### config.mk
export PLATFORM = sky130hd
export DESIGN_NAME = gyro_heading_integrator_top
export DESIGN_NICKNAME = d
export VERILOG_FILES = /design/src/hdl/ghi_pkg.sv /design/src/hdl/ghi_apb_regs.sv /design/src/hdl/ghi_divider.sv /design/src/hdl/gyro_heading_integrator_top.sv
export SDC_FILE = /design/constraint.sdc
export NUM_CORES = 2
export LEC_CHECK = 0
export BUFFER_PORTS_ARGS = -buffer_cell sky130_fd_sc_hd__buf_2
export CORE_MARGIN = 5
export CORE_UTILIZATION = 45
export DETAILED_ROUTE_END_ITERATION = 8
export PLACE_DENSITY = 0.73
export SYNTH_ARGS = -nofsm -noshare
export SYNTH_HDL_FRONTEND = slang
export SYNTH_SLANG_ARGS = --single-unit
### constraint.sdc
create_clock -name clk -period 12.4 [get_ports clk]
set_input_delay 2.48 -clock clk [delete_from_list [all_inputs] [get_ports clk]]
set_output_delay 2.48 -clock clk [all_outputs]
set_load 0.05 [all_outputs]
### src/hdl/ghi_pkg.sv
// Shared types, widths and codes for the gyro heading integrator.
`default_nettype none
package ghi_pkg;

	// Transaction payloads
	typedef struct packed {
		logic [1:0]         func;
		logic signed [15:0] rate_sample;
		logic [31:0]        tick_ms;
	} in_item_t;

	typedef struct packed {
		logic signed [63:0] angle_millideg;
		logic signed [15:0] last_rate;
		logic signed [15:0] bias_value;
		logic               calibration_done;
	} out_item_t;

	// Item function codes
	localparam logic [1:0] FUNC_CALIB  = 2'd0;
	localparam logic [1:0] FUNC_UPDATE = 2'd1;
	localparam logic [1:0] FUNC_CLEAR  = 2'd2;

	// Field and state widths
	localparam int SAMPLE_W = 16;
	localparam int TICK_W   = 32;
	localparam int ACC_W    = 64;
	localparam int BSUM_W   = 27;
	localparam int CCNT_W   = 10;
	localparam int SCALE_W  = 11;
	localparam int SUM_W    = 19;             // sample + two history - 3*bias
	localparam int PROD_W   = TICK_W + 1 + SUM_W;

	// Shared divider: dividend wide enough for accumulator * 10
	localparam int DIV_W   = ACC_W + 4;
	localparam int DVSR_W  = SCALE_W;
	localparam int DCNT_W  = $clog2(DIV_W + 1);
	localparam logic [DVSR_W-1:0] TERM_DIVISOR = DVSR_W'(3);

	// Configuration port
	localparam int PADDR_W = 3;
	localparam int PDATA_W = 32;
	localparam int REGIDX_W = PADDR_W - 2;
	localparam logic [REGIDX_W-1:0] REG_SCALE = REGIDX_W'(0);
	localparam logic [SCALE_W-1:0]  SCALE_RESET = SCALE_W'(164);

	typedef struct packed {
		logic                    start;
		logic signed [DIV_W-1:0] dividend;
		logic [DVSR_W-1:0]       divisor;
	} div_req_t;

	typedef struct packed {
		logic                    busy;
		logic                    done;
		logic signed [DIV_W-1:0] quotient;
	} div_rsp_t;

endpackage
`default_nettype wire

### src/hdl/ghi_apb_regs.sv
// Configuration register file behind an APB-style port.
`default_nettype none
module ghi_apb_regs import ghi_pkg::*; (
	input  wire logic               clk,
	input  wire logic               arst_n,
	input  wire logic               psel,
	input  wire logic               penable,
	input  wire logic               pwrite,
	input  wire logic [PADDR_W-1:0] paddr,
	input  wire logic [PDATA_W-1:0] pwdata,
	output logic [PDATA_W-1:0]      prdata,
	output logic                    pready,
	output logic [SCALE_W-1:0]      scale
);

	logic [SCALE_W-1:0]  scale_q;
	logic [REGIDX_W-1:0] reg_idx;
	logic                wr_en;

	assign reg_idx = paddr[PADDR_W-1:2];
	assign pready  = 1'b1;
	assign wr_en   = psel && penable && pwrite && (reg_idx == REG_SCALE);

	always_ff @(posedge clk or negedge arst_n) begin
		if (!arst_n) begin
			scale_q <= SCALE_RESET;
		end else if (wr_en) begin
			scale_q <= pwdata[SCALE_W-1:0];
		end
	end

	always_comb begin
		case (reg_idx)
			REG_SCALE: prdata = PDATA_W'(scale_q);
			default:   prdata = '0;
		endcase
	end

	assign scale = scale_q;

endmodule
`default_nettype wire

### src/hdl/ghi_divider.sv
// Shared restoring divider, one quotient bit per cycle, truncating toward zero.
`default_nettype none
module ghi_divider import ghi_pkg::*; (
	input  wire logic     clk,
	input  wire logic     arst_n,
	input  wire div_req_t req,
	output div_rsp_t      rsp
);

	logic                    run_q;
	logic                    fin_q;
	logic                    done_q;
	logic [DCNT_W-1:0]       cnt_q;
	logic                    neg_q;
	logic [DIV_W-1:0]        quo_q;
	logic [DVSR_W-1:0]       rem_q;
	logic [DVSR_W-1:0]       dvsr_q;
	logic signed [DIV_W-1:0] res_q;

	logic [DVSR_W:0] trial;
	logic [DVSR_W:0] diff;
	logic            ge;

	assign trial = {rem_q, quo_q[DIV_W-1]};
	assign diff  = trial - {1'b0, dvsr_q};
	assign ge    = trial >= {1'b0, dvsr_q};

	// Control
	always_ff @(posedge clk or negedge arst_n) begin
		if (!arst_n) begin
			run_q  <= 1'b0;
			fin_q  <= 1'b0;
			done_q <= 1'b0;
			cnt_q  <= '0;
		end else begin
			done_q <= fin_q;
			fin_q  <= run_q && (cnt_q == DCNT_W'(1));
			if (req.start && !run_q && !fin_q) begin
				run_q <= 1'b1;
				cnt_q <= DCNT_W'(DIV_W);
			end else if (run_q) begin
				cnt_q <= cnt_q - DCNT_W'(1);
				if (cnt_q == DCNT_W'(1)) begin
					run_q <= 1'b0;
				end
			end
		end
	end

	// Datapath: load magnitude, shift/subtract, restore sign at the end
	always_ff @(posedge clk) begin
		if (req.start && !run_q && !fin_q) begin
			neg_q  <= req.dividend[DIV_W-1];
			quo_q  <= req.dividend[DIV_W-1] ? DIV_W'(-req.dividend) : DIV_W'(req.dividend);
			rem_q  <= '0;
			dvsr_q <= req.divisor;
		end else if (run_q) begin
			rem_q <= ge ? diff[DVSR_W-1:0] : trial[DVSR_W-1:0];
			quo_q <= {quo_q[DIV_W-2:0], ge};
		end
		if (fin_q) begin
			res_q <= neg_q ? -$signed(quo_q) : $signed(quo_q);
		end
	end

	assign rsp.busy     = run_q || fin_q;
	assign rsp.done     = done_q;
	assign rsp.quotient = res_q;

endmodule
`default_nettype wire

### src/hdl/gyro_heading_integrator_top.sv
// Top level of the gyro heading integrator: sequencer, state and result register.
//
// Usage: items enter on in_valid/in_stall/in_data; one transaction is taken at a
// rising edge with in_valid high and in_stall low. func selects a calibration
// sample, an angle update sample, a clear of the angle, or (code 3) a plain
// status read. Every item yields exactly one result transaction on
// out_valid/out_stall/out_data carrying the heading in millidegrees, the newest
// history sample, the bias and a flag marking the end of a calibration run.
// Flow: one item at a time; in_stall stays high from accept until the result
// is loaded. Every item passes through the single 68-step divider to form the
// heading (accumulator*10/scale); an update or a final calibration item runs it
// once before that as well, for the term/3 or the bias average.
// The APB-style port holds rate_lsb_per_dps_x10 at byte address 0; write it
// only while the block is idle. A value of zero acts as one.
// Reset clears the sequencer, calibration and heading state to zero and the scale
// register to 164; no clearing pass is needed. When the receiver stalls, the
// result register holds its transaction; the next item is accepted meanwhile
// and its result waits in the sequencer until the register frees.
`default_nettype none
module gyro_heading_integrator_top import ghi_pkg::*; #(
	parameter int CALIB_SAMPLES = 75
) (
	input  wire logic               clk,
	input  wire logic               arst_n,
	input  wire logic               in_valid,
	output logic                    in_stall,
	input  wire in_item_t           in_data,
	output logic                    out_valid,
	input  wire logic               out_stall,
	output out_item_t               out_data,
	input  wire logic               psel,
	input  wire logic               penable,
	input  wire logic               pwrite,
	input  wire logic [PADDR_W-1:0] paddr,
	input  wire logic [PDATA_W-1:0] pwdata,
	output logic [PDATA_W-1:0]      prdata,
	output logic                    pready
);

	localparam logic [CCNT_W-1:0] CALIB_N = CCNT_W'(CALIB_SAMPLES);

	localparam logic [3:0] S_IDLE       = 4'd0;
	localparam logic [3:0] S_CAL        = 4'd1;
	localparam logic [3:0] S_BIAS_GO    = 4'd2;
	localparam logic [3:0] S_BIAS_WAIT  = 4'd3;
	localparam logic [3:0] S_MUL        = 4'd4;
	localparam logic [3:0] S_TERM_GO    = 4'd5;
	localparam logic [3:0] S_TERM_WAIT  = 4'd6;
	localparam logic [3:0] S_ANGLE_X10  = 4'd7;
	localparam logic [3:0] S_ANGLE_GO   = 4'd8;
	localparam logic [3:0] S_ANGLE_WAIT = 4'd9;
	localparam logic [3:0] S_OUT        = 4'd10;

	logic [3:0]               state_q;
	in_item_t                 item_q;
	logic signed [BSUM_W-1:0] bias_sum_q;
	logic [CCNT_W-1:0]        calib_count_q;
	logic signed [SAMPLE_W-1:0] bias_q;
	logic signed [SAMPLE_W-1:0] hist_new_q;
	logic signed [SAMPLE_W-1:0] hist_old_q;
	logic [TICK_W-1:0]        prev_tick_q;
	logic signed [ACC_W-1:0]  acc_q;
	logic signed [DIV_W-1:0]  wide_q;
	logic signed [ACC_W-1:0]  angle_q;
	logic                     done_flag_q;
	logic                     out_valid_q;
	out_item_t                out_q;

	logic [SCALE_W-1:0]  scale;
	logic [SCALE_W-1:0]  scale_eff;
	div_req_t            div_req;
	div_rsp_t            div_rsp;

	logic                     in_take;
	logic                     out_free;
	logic signed [BSUM_W-1:0] sum_next;
	logic [CCNT_W-1:0]        cnt_next;
	logic [TICK_W-1:0]        dt;
	logic signed [SUM_W-1:0]  rate_sum;
	logic signed [PROD_W-1:0] prod;
	logic signed [DIV_W-1:0]  acc_ext;

	ghi_apb_regs u_regs (
		.clk     (clk),
		.arst_n  (arst_n),
		.psel    (psel),
		.penable (penable),
		.pwrite  (pwrite),
		.paddr   (paddr),
		.pwdata  (pwdata),
		.prdata  (prdata),
		.pready  (pready),
		.scale   (scale)
	);

	ghi_divider u_div (
		.clk    (clk),
		.arst_n (arst_n),
		.req    (div_req),
		.rsp    (div_rsp)
	);

	assign in_take   = in_valid && !in_stall;
	assign in_stall  = (state_q != S_IDLE);
	assign out_free  = !out_valid_q || !out_stall;
	assign scale_eff = (scale == '0) ? SCALE_W'(1) : scale;

	// Calibration bookkeeping
	assign sum_next = bias_sum_q + BSUM_W'(item_q.rate_sample);
	assign cnt_next = calib_count_q + CCNT_W'(1);

	// Update term numerator: dt * (sample + newest + older - 3*bias)
	assign dt       = item_q.tick_ms - prev_tick_q;
	assign rate_sum = SUM_W'(item_q.rate_sample) + SUM_W'(hist_new_q) + SUM_W'(hist_old_q)
		- ((SUM_W'(bias_q) <<< 1) + SUM_W'(bias_q));
	assign prod     = $signed({1'b0, dt}) * rate_sum;
	assign acc_ext  = DIV_W'(acc_q);

	// Divider requests: one per GO state
	always_comb begin
		div_req.start    = 1'b0;
		div_req.dividend = wide_q;
		div_req.divisor  = scale_eff;
		case (state_q)
			S_BIAS_GO: begin
				div_req.start    = 1'b1;
				div_req.dividend = DIV_W'(bias_sum_q);
				div_req.divisor  = DVSR_W'(CALIB_N);
			end
			S_TERM_GO: begin
				div_req.start   = 1'b1;
				div_req.divisor = TERM_DIVISOR;
			end
			S_ANGLE_GO: begin
				div_req.start = 1'b1;
			end
			default: begin
				div_req.start = 1'b0;
			end
		endcase
	end

	// Sequencer and control state
	always_ff @(posedge clk or negedge arst_n) begin
		if (!arst_n) begin
			state_q       <= S_IDLE;
			bias_sum_q    <= '0;
			calib_count_q <= '0;
			bias_q        <= '0;
			hist_new_q    <= '0;
			hist_old_q    <= '0;
			prev_tick_q   <= '0;
			acc_q         <= '0;
			done_flag_q   <= 1'b0;
		end else begin
			case (state_q)
				S_IDLE: begin
					if (in_take) begin
						done_flag_q <= 1'b0;
						case (in_data.func)
							FUNC_CALIB:  state_q <= S_CAL;
							FUNC_UPDATE: state_q <= S_MUL;
							FUNC_CLEAR: begin
								acc_q   <= '0;
								state_q <= S_ANGLE_X10;
							end
							default:     state_q <= S_ANGLE_X10;
						endcase
					end
				end
				S_CAL: begin
					bias_sum_q <= sum_next;
					if (cnt_next >= CALIB_N) begin
						calib_count_q <= '0;
						state_q       <= S_BIAS_GO;
					end else begin
						calib_count_q <= cnt_next;
						state_q       <= S_ANGLE_X10;
					end
				end
				S_BIAS_GO: state_q <= S_BIAS_WAIT;
				S_BIAS_WAIT: begin
					if (div_rsp.done) begin
						bias_q      <= div_rsp.quotient[SAMPLE_W-1:0];
						hist_new_q  <= div_rsp.quotient[SAMPLE_W-1:0];
						hist_old_q  <= div_rsp.quotient[SAMPLE_W-1:0];
						bias_sum_q  <= '0;
						done_flag_q <= 1'b1;
						state_q     <= S_ANGLE_X10;
					end
				end
				S_MUL:     state_q <= S_TERM_GO;
				S_TERM_GO: state_q <= S_TERM_WAIT;
				S_TERM_WAIT: begin
					if (div_rsp.done) begin
						acc_q       <= acc_q + div_rsp.quotient[ACC_W-1:0];
						hist_old_q  <= hist_new_q;
						hist_new_q  <= item_q.rate_sample;
						prev_tick_q <= item_q.tick_ms;
						state_q     <= S_ANGLE_X10;
					end
				end
				S_ANGLE_X10: state_q <= S_ANGLE_GO;
				S_ANGLE_GO:  state_q <= S_ANGLE_WAIT;
				S_ANGLE_WAIT: begin
					if (div_rsp.done) begin
						state_q <= S_OUT;
					end
				end
				S_OUT: begin
					// Hold the result until the output register frees
					if (out_free) begin
						state_q <= S_IDLE;
					end
				end
				default: state_q <= S_IDLE;
			endcase
		end
	end

	// Result valid: set on load, drop once the receiver takes the transaction
	always_ff @(posedge clk or negedge arst_n) begin
		if (!arst_n) begin
			out_valid_q <= 1'b0;
		end else if (state_q == S_OUT && out_free) begin
			out_valid_q <= 1'b1;
		end else if (!out_stall) begin
			out_valid_q <= 1'b0;
		end
	end

	// Payload registers
	always_ff @(posedge clk) begin
		if (in_take) begin
			item_q <= in_data;
		end
		case (state_q)
			S_MUL:        wide_q <= DIV_W'(prod);
			S_ANGLE_X10:  wide_q <= (acc_ext <<< 3) + (acc_ext <<< 1);
			default:      wide_q <= wide_q;
		endcase
		if (state_q == S_ANGLE_WAIT && div_rsp.done) begin
			angle_q <= div_rsp.quotient[ACC_W-1:0];
		end
		if (state_q == S_OUT && out_free) begin
			out_q.angle_millideg   <= angle_q;
			out_q.last_rate        <= hist_new_q;
			out_q.bias_value       <= bias_q;
			out_q.calibration_done <= done_flag_q;
		end
	end

	assign out_valid = out_valid_q;
	assign out_data  = out_q;

	// Checks
	a_start_idle: assert property (@(posedge clk) disable iff (!arst_n)
		div_req.start |-> !div_rsp.busy)
		else $error("divider started while busy");

	a_done_waiting: assert property (@(posedge clk) disable iff (!arst_n)
		div_rsp.done |-> (state_q == S_BIAS_WAIT || state_q == S_TERM_WAIT ||
			state_q == S_ANGLE_WAIT))
		else $error("divider result with no waiting step");

	a_count_range: assert property (@(posedge clk) disable iff (!arst_n)
		calib_count_q < CALIB_N)
		else $error("calibration count ran past the run length");

	a_load_from_out: assert property (@(posedge clk) disable iff (!arst_n)
		$rose(out_valid_q) |-> $past(state_q) == S_OUT)
		else $error("result loaded outside the output step");

	a_take_then_busy: assert property (@(posedge clk) disable iff (!arst_n)
		in_take |=> in_stall)
		else $error("sequencer did not leave idle after a transaction");

endmodule
`default_nettype wire

**Yosys cells after proc, flatten, opt, wreduce, memory -nomap -nowiden**

Index checks and enable logic that the tools add are counted.

- $mul: 1
- Bitwise operators: 1
- Eq/ne operators: 21
- Reductions and logical operators: 34
- Mux-type cells: 40
- Add/subtract/negate cells: 13
- $lt $le $gt $ge: 2

Operators with widths:

| cell | number |
|---|---|
| $mux 68 | 4 |
| $mux 64 | 4 |
| $pmux 68 s2 | 1 |
| $pmux 64 s2 | 1 |
| $add 67x65->68 | 1 |
| $neg 68->68 | 1 |
| $add 64x64->64 | 1 |
| $neg 64->64 | 1 |
| $pmux 16 s2 | 2 |
| $pmux 27 s2 | 1 |
| $mul 33x19->52 | 1 |
| $mux 16 | 3 |
| $pmux 4 s10 | 1 |
| $add 17x16->18 | 2 |
| $mux 11 | 3 |
| $sub 32x32->32 | 1 |
| $add 27x16->27 | 1 |
| $mux 27 | 1 |
| $pmux 11 s2 | 1 |
| $sub 18x18->19 | 1 |
| $add 16x16->17 | 1 |
| $eq 4x3->1 const B | 4 |
| $mux 4 | 4 |
| $mux 7 | 2 |
| 32 further kinds | 69 |

- Flip-flop bits (word level): 640
- Word-level logic and storage cells: 140
- Output and inout port bits: 132
- Input bits: 92

**Depth between registers and ports, before layout**

- Depth after elaboration: 6
- Mapped depth: 51

**Modules after synthesis**

From an unflattened synthesis, not the netlist that was laid out.

- Cells, all modules: 6295
- Area total of the unflattened synthesis: 59697.3 µm²

Modules (own cells, without submodules):

| module | cells each | area an instance (µm²) | times used | seq. area each (µm²) |
|---|---|---|---|---|
| gyro_heading_integrator_top | 5323 | 49306.0 | 1 | 12997.5 |
| ghi_divider | 912 | 9669.3 | 1 | 4914.7 |
| ghi_apb_regs | 60 | 721.9 | 1 | 279.0 |

**Worst setup path before layout**

No wires, ideal clock.

- Path type: reg-to-reg
- Start: register item_q[35] (netlist bit)
- End: register wide_q[50] (data pin)
- Data required time: 12.130 ns
- Buffers on the path: 1
- Setup slack: 1.059 ns
- Stages on the path, launching flop included: 45
- Library setup time: 0.270 ns
- Arrival: 11.071 ns
- Clock period less this slack: 11.341 ns
- Path through: edfxtp_1 -> inv_1 -> fa_1 -> inv_1 -> fa_1 -> inv_1 -> fa_1 -> inv_1 -> ha_1 -> nor2b_1 -> o21ai_0 -> a21boi_0 -> o21ai_0 -> nand2b_1 -> a21o_1 -> a21o_1 -> a31oi_1 -> a211o_1 -> [9 not listed] -> fa_1 -> fa_1 -> fa_1 -> inv_1 -> fa_1 -> inv_1 -> ha_1 -> a21o_1 -> a21o_1 -> a21o_1 -> a221oi_1 -> a2bb2oi_1 -> a311oi_1 -> a31o_2 -> a311o_1 -> a21oi_1 -> xor2_1 -> a21oi_1

- Longest elaborated chain between the ends: 5

Ends and longest elaborated chain:

| item | RTL line | text |
|---|---|---|
| start, declared | gyro_heading_integrator_top.sv:55 | `in_item_t item_q;` |
| start signal, assigned | gyro_heading_integrator_top.sv:235 | `item_q <= in_data;` |
| $add 16x16->17 | gyro_heading_integrator_top.sv:114 | `assign rate_sum = SUM_W'(item_q.rate_sample) + SUM_W'(hist_new_q) + SUM_W'(hist_old_q)` |
| $add 17x16->18 | gyro_heading_integrator_top.sv:114 |  |
| $sub 18x18->19 | gyro_heading_integrator_top.sv:115 | `- ((SUM_W'(bias_q) <<< 1) + SUM_W'(bias_q));` |
| $mul 33x19->52 | gyro_heading_integrator_top.sv:116 | `assign prod = $signed({1'b0, dt}) * rate_sum;` |
| $pmux 68 s2 | gyro_heading_integrator_top.sv:237 | `case (state_q)` |
| end signal, assigned | gyro_heading_integrator_top.sv:238 | `S_MUL: wide_q <= DIV_W'(prod);` |
| end signal, assigned | gyro_heading_integrator_top.sv:239 | `S_ANGLE_X10: wide_q <= (acc_ext <<< 3) + (acc_ext <<< 1);` |
| end signal, assigned | gyro_heading_integrator_top.sv:240 | `default: wide_q <= wide_q;` |
| end, declared | gyro_heading_integrator_top.sv:63 | `logic signed [DIV_W-1:0] wide_q;` |

Every way passes these cells.
A chain may end at the register's enable or synchronous reset.

**Worst setup path in the final report**

- Start: register item_q[34] (netlist bit)
- End: register wide_q[50] (data pin)

Same word-level chain as after synthesis.

==> insert_results.sql <==
INSERT INTO impl_metrics (metric_group, metric, value, unit) VALUES
('cells_and_area', 'area_growth_syn_to_layout', '9.92', '%'),
('setup_path', 'max_stage_delay', '0.59', 'ns'),
('timing', 'worst-slew-pin-transition', '1.16', 'ns'),
('synth', 'number_of_enable_flip_flop_cells_after_synthesis', '421', ''),
('drt', 'drt-pass1-iter-count', '5', ''),
('clock_tree', 'tritoncts', 'yes', ''),
('setup_path', 'cpMaxStageDelayCell', 'fa_1', ''),
('cells_and_area', 'nets_final', '7154', ''),
('timing', 'timing.slew.headroom', '22.2', '%'),
('clock_tree', 'clock_tree.buffer_depth', '3', ''),
('setup_path', 'crit_path_frequent_cell', 'fa_1', ''),
('setup_path', 'r2r_cells', '46', ''),
('timing', 'setup_tns', '0', 'ns'),
('grt', 'maximum_number_of_pins_on_one_net_before_global_route_repair', '101', ''),
('synth', 'ys_top_cells_by_count', '783 x inv_1, 781 x nand2_1, 565 x fa_1', ''),
('cells_and_area', 'layout.core_utilization', '49.7', '%'),
('power', 'peakVddDrop', '0.107', 'mV'),
('timing', 'timing.final.ws_setup', '0.479', 'ns'),
('grt', 'grt_pass1_vias', '44400', ''),
('synth', 'syn-instance-count', '5958', ''),
('placement', 'placed_cell_area', '60700', 'sq um'),
('placement', 'preCtsSetupSlack', '0.0515', 'ns'),
('clock_tree', 'cts_inserted_buffers', '74', ''),
('placement', 'detailed_place_hpwl', '115', 'mm'),
('synth', 'synth_area_per_cell', '9.68', 'sq um'),
('floorplan', 'effective_utilization_at_floorplan', '45.2', '%'),
('timing', 'clock_skew', '0.0438', 'ns'),
('setup_path', 'cp-start-kind', 'flop', ''),
('synth', 'postSynth.topFlopCell', 'edfxtp_1', ''),
('placement', 'port_buffers', '178', ''),
('clock_tree', 'cts_root_buffer', 'clkbuf_16', ''),
('floorplan', 'die-width', '368', 'microns'),
('setup_path', 'worst_ep_arrival_time', '12.34', 'ns'),
('synth', 'netlist_top_cells_area', 'edfxtp_1 22%, fa_1 20%, dfrtp_1 8.9%', ''),
('floorplan', 'core_area', '128000', 'sq um'),
('drt', 'detailedRoute.firstIterationViolations', '3538', ''),
('floorplan', 'num_io_pins', '224', ''),
('drt', 'total_wirelength_of_the_detailed_routed_design', '149', 'mm'),
('flow_run', 'max_cap_viol_count', '0', ''),
('synth', 'synthesis.yosys.warnings', '0', ''),
('grt', 'grt_remaining_overflow', '0', ''),
('synth', 'netlist_area', '57700', 'sq um'),
('timing', 'fin_worst_hold_slack', '0.417', 'ns'),
('placement', 'gp_congestion', '0.910', ''),
('drt', 'wl_per_cell', '19.1', 'microns'),
('timing', 'grt_setup_unrepaired', 'true', ''),
('grt', 'grt_antenna_before_repair', '5', ''),
('timing', 'final_min_period_over_clock_period', '96.1', '%'),
('drt', 'final_antenna_net_count', '0', ''),
('synth', 'synth_cell_type_count', '87', ''),
('synth', 'synth-seq-cells', '640', ''),
('timing', 'timing_hold_violations_final', '0', ''),
('drt', 'dr_vias', '43400', ''),
('timing', 'finalWorstPathRequiredPeriod', '11.92', 'ns'),
('synth', 'seq_area_frac_synth', '31.3', '%'),
('clock_tree', 'clock-sinks', '640', ''),
('synth', 'post-synth-top-area-cell', 'edfxtp_1', ''),
('floorplan', 'floorplan.rows', '131', ''),
('timing', 'max_clock_freq', '83.9', 'MHz'),
('power', 'static-leakage-power', '28.5', 'nW'),
('drt', 'post_drt_via_cell_ratio', '5.55', ''),
('setup_path', 'critical_path.endpoint_type', 'flop', ''),
('floorplan', 'die-area', '135000', 'sq um'),
('synth', 'share_of_flip_flops_with_an_asynchronous_set_or_reset_after_synthesis', '32.5', '%'),
('grt', 'grtUsageTotal', '22.0', '%'),
('cells_and_area', 'drive_above_1_share', '8.58', '%'),
('setup_path', 'worst-setup-path-type', 'flop to flop', ''),
('synth', 'synth_top_area_share', '21.9', '%'),
('clock_tree', 'htreeDepth', '3', ''),
('timing', 'setup_viol', '0', ''),
('clock_tree', 'worst_setup_hold_path_clk_slew', '0.06', 'ns'),
('power', 'pwr_cell_area', '81.0', 'nW/um^2'),
('min_path', 'hold_depth', '0', ''),
('min_path', 'worst_hold_path_type', 'flop to flop', ''),
('timing', 'timing_max_transition_violations_final', '0', ''),
('cells_and_area', 'fin_area', '63400', 'sq um'),
('setup_path', 'crit_fanout', '6', ''),
('grt', 'grt_pass1_wl', '239', 'mm'),
('drt', 'drc_errors', '0', ''),
('clock_tree', 'holdBufCountCts', '0', ''),
('clock_tree', 'clock_latency', '0.70', 'ns'),
('outcome', 'result_of_the_run', 'finished clean', ''),
('floorplan', 'dieHeight', '368', 'microns'),
('synth', 'yosysMostFrequentCell', 'inv_1', ''),
('setup_path', 'timing.critical_path.required', '12.82', 'ns');
-- worst paths after layout --
kind	startpoint	end	slack, ns
min in group asynchronous	arst_n	hist_old_q[10]	1.71
hold / removal	angle_q[41]	out_data[74]	0.42
setup reg to reg	item_q[34]	wide_q[50]	0.48
hold reg to reg	angle_q[41]	out_data[74]	0.42
setup / recovery	item_q[34]	wide_q[50]	0.48
max in group asynchronous	arst_n	u_div.fin_q	9.36
-- routing by layer --
| layer | track usage (%) | share of wire (%) |
|---|---|---|
| met4 | 7.58 | 3.4 |
| met2 | 34.9 | 45 |
| met1 | 29.9 | 43 |
| met3 | 4.80 | 8.5 |
| met5 | 0 | 0.018 |
-- where the power goes --
part,switching [mW],total [mW],internal [mW],leakage [nW]
Sequential,0.122,2.53,2.41,6.47
Combinational,0.189,0.351,0.163,20.8
Clock,0.970,2.26,1.29,1.22
-- cells by family (layout without fill, tap and decap cells) --
| logic type | count (synthesis) | count (layout) | share of synthesized area, % |
|---|---|---|---|
| AND/OR/NAND/NOR | 1617 | 1617 | 13.0 |
| AO/OA/AOI/OAI | 1241 | 1241 | 13.3 |
| buffers and inverters | 1040 | 1216 | 6.95 |
| adder cells (fa/ha/maj) | 970 | 970 | 28.4 |
| flip-flops | 640 | 640 | 31.3 |
| XOR/XNOR | 381 | 381 | 5.78 |
| multiplexers | 67 | 67 | 1.22 |
| other | 2 | 24 | 0.0130 |
-- final cells by class --
type	count	area [sq um]
Sequential cell	640	18100
Fill cell	11400	64100
Antenna cell	2	5.00
Tap cell	1662	2080
Clock inverter	42	495
Clock buffer	96	2030
Inverter	784	2940
Timing Repair Buffer	294	1810
Multi-Input combinational cell	4298	36000
-- critical path: cells and delay by family (launching register included) --
| kind | cells | cell delay, ns |
|---|---|---|
| AOI/OAI and AO/OA | 21 | 4.27 |
| buffers and inverters | 8 | 0.60 |
| xor gates and xnor gates | 2 | 0.46 |
| DFF | 1 | 0.41 |
| adders and majority gates | 12 | 5.51 |
| and+or+nand+nor | 3 | 0.42 |
-- what timing repair did --
item / CTS / global route
setup endpoints to repair: 0 / 27
setup buffers: 0 / 7
resized for setup: 0 / 19
-- sequential cells by signal (all words and copies together), names as in the netlist, 16 cells and up --
name / cells
bias_q: 16
item_q: 48
u_div.quo_q: 68
acc_q: 64
bias_sum_q: 27
wide_q: 68
hist_new_q: 16
angle_q: 64
out_data: 97
hist_old_q: 16
u_div.res_q: 64
prev_tick_q: 32
-- metrics by stage --
step | power (mW) | std cells
after global placement | 2.90 | 7669
after global routing | 5.34 | 7816
final | 5.14 | 7818
after CTS | 5.19 | 7807
after detailed placement | 2.92 | 7669
after floorplan | 2.80 | 5978
-- layout by cell type, fill, tap and decap left out, types with 20 or more instances in the layout --
cell type,netlist,final
fa_1,565,565
xor2_1,148,142
edfxtp_1,421,421
nor2_1,264,262
buf_4,22,110
nor2b_1,97,97
o41ai_1,21,21
a21oi_1,316,311
nand3_1,56,56
mux2i_1,39,39
clkbuf_16,0,77
or3_1,28,27
o21ai_0,412,410
inv_1,783,782
xnor2_1,233,223
nand2_1,781,780
a21o_1,171,171
o21a_1,25,25
dfrtp_1,205,204
o31ai_1,44,44
o21bai_1,39,39
nor3_1,51,49
ha_1,405,403
buf_2,6,178
a31oi_1,39,38
nand2b_1,101,101
and3_1,31,30
and2_1,86,83
a211oi_1,34,34
nand4_1,36,36
conb_1,2,22
or2_2,20,20
mux2_2,28,28
Power figures use the tool's default switching activity.
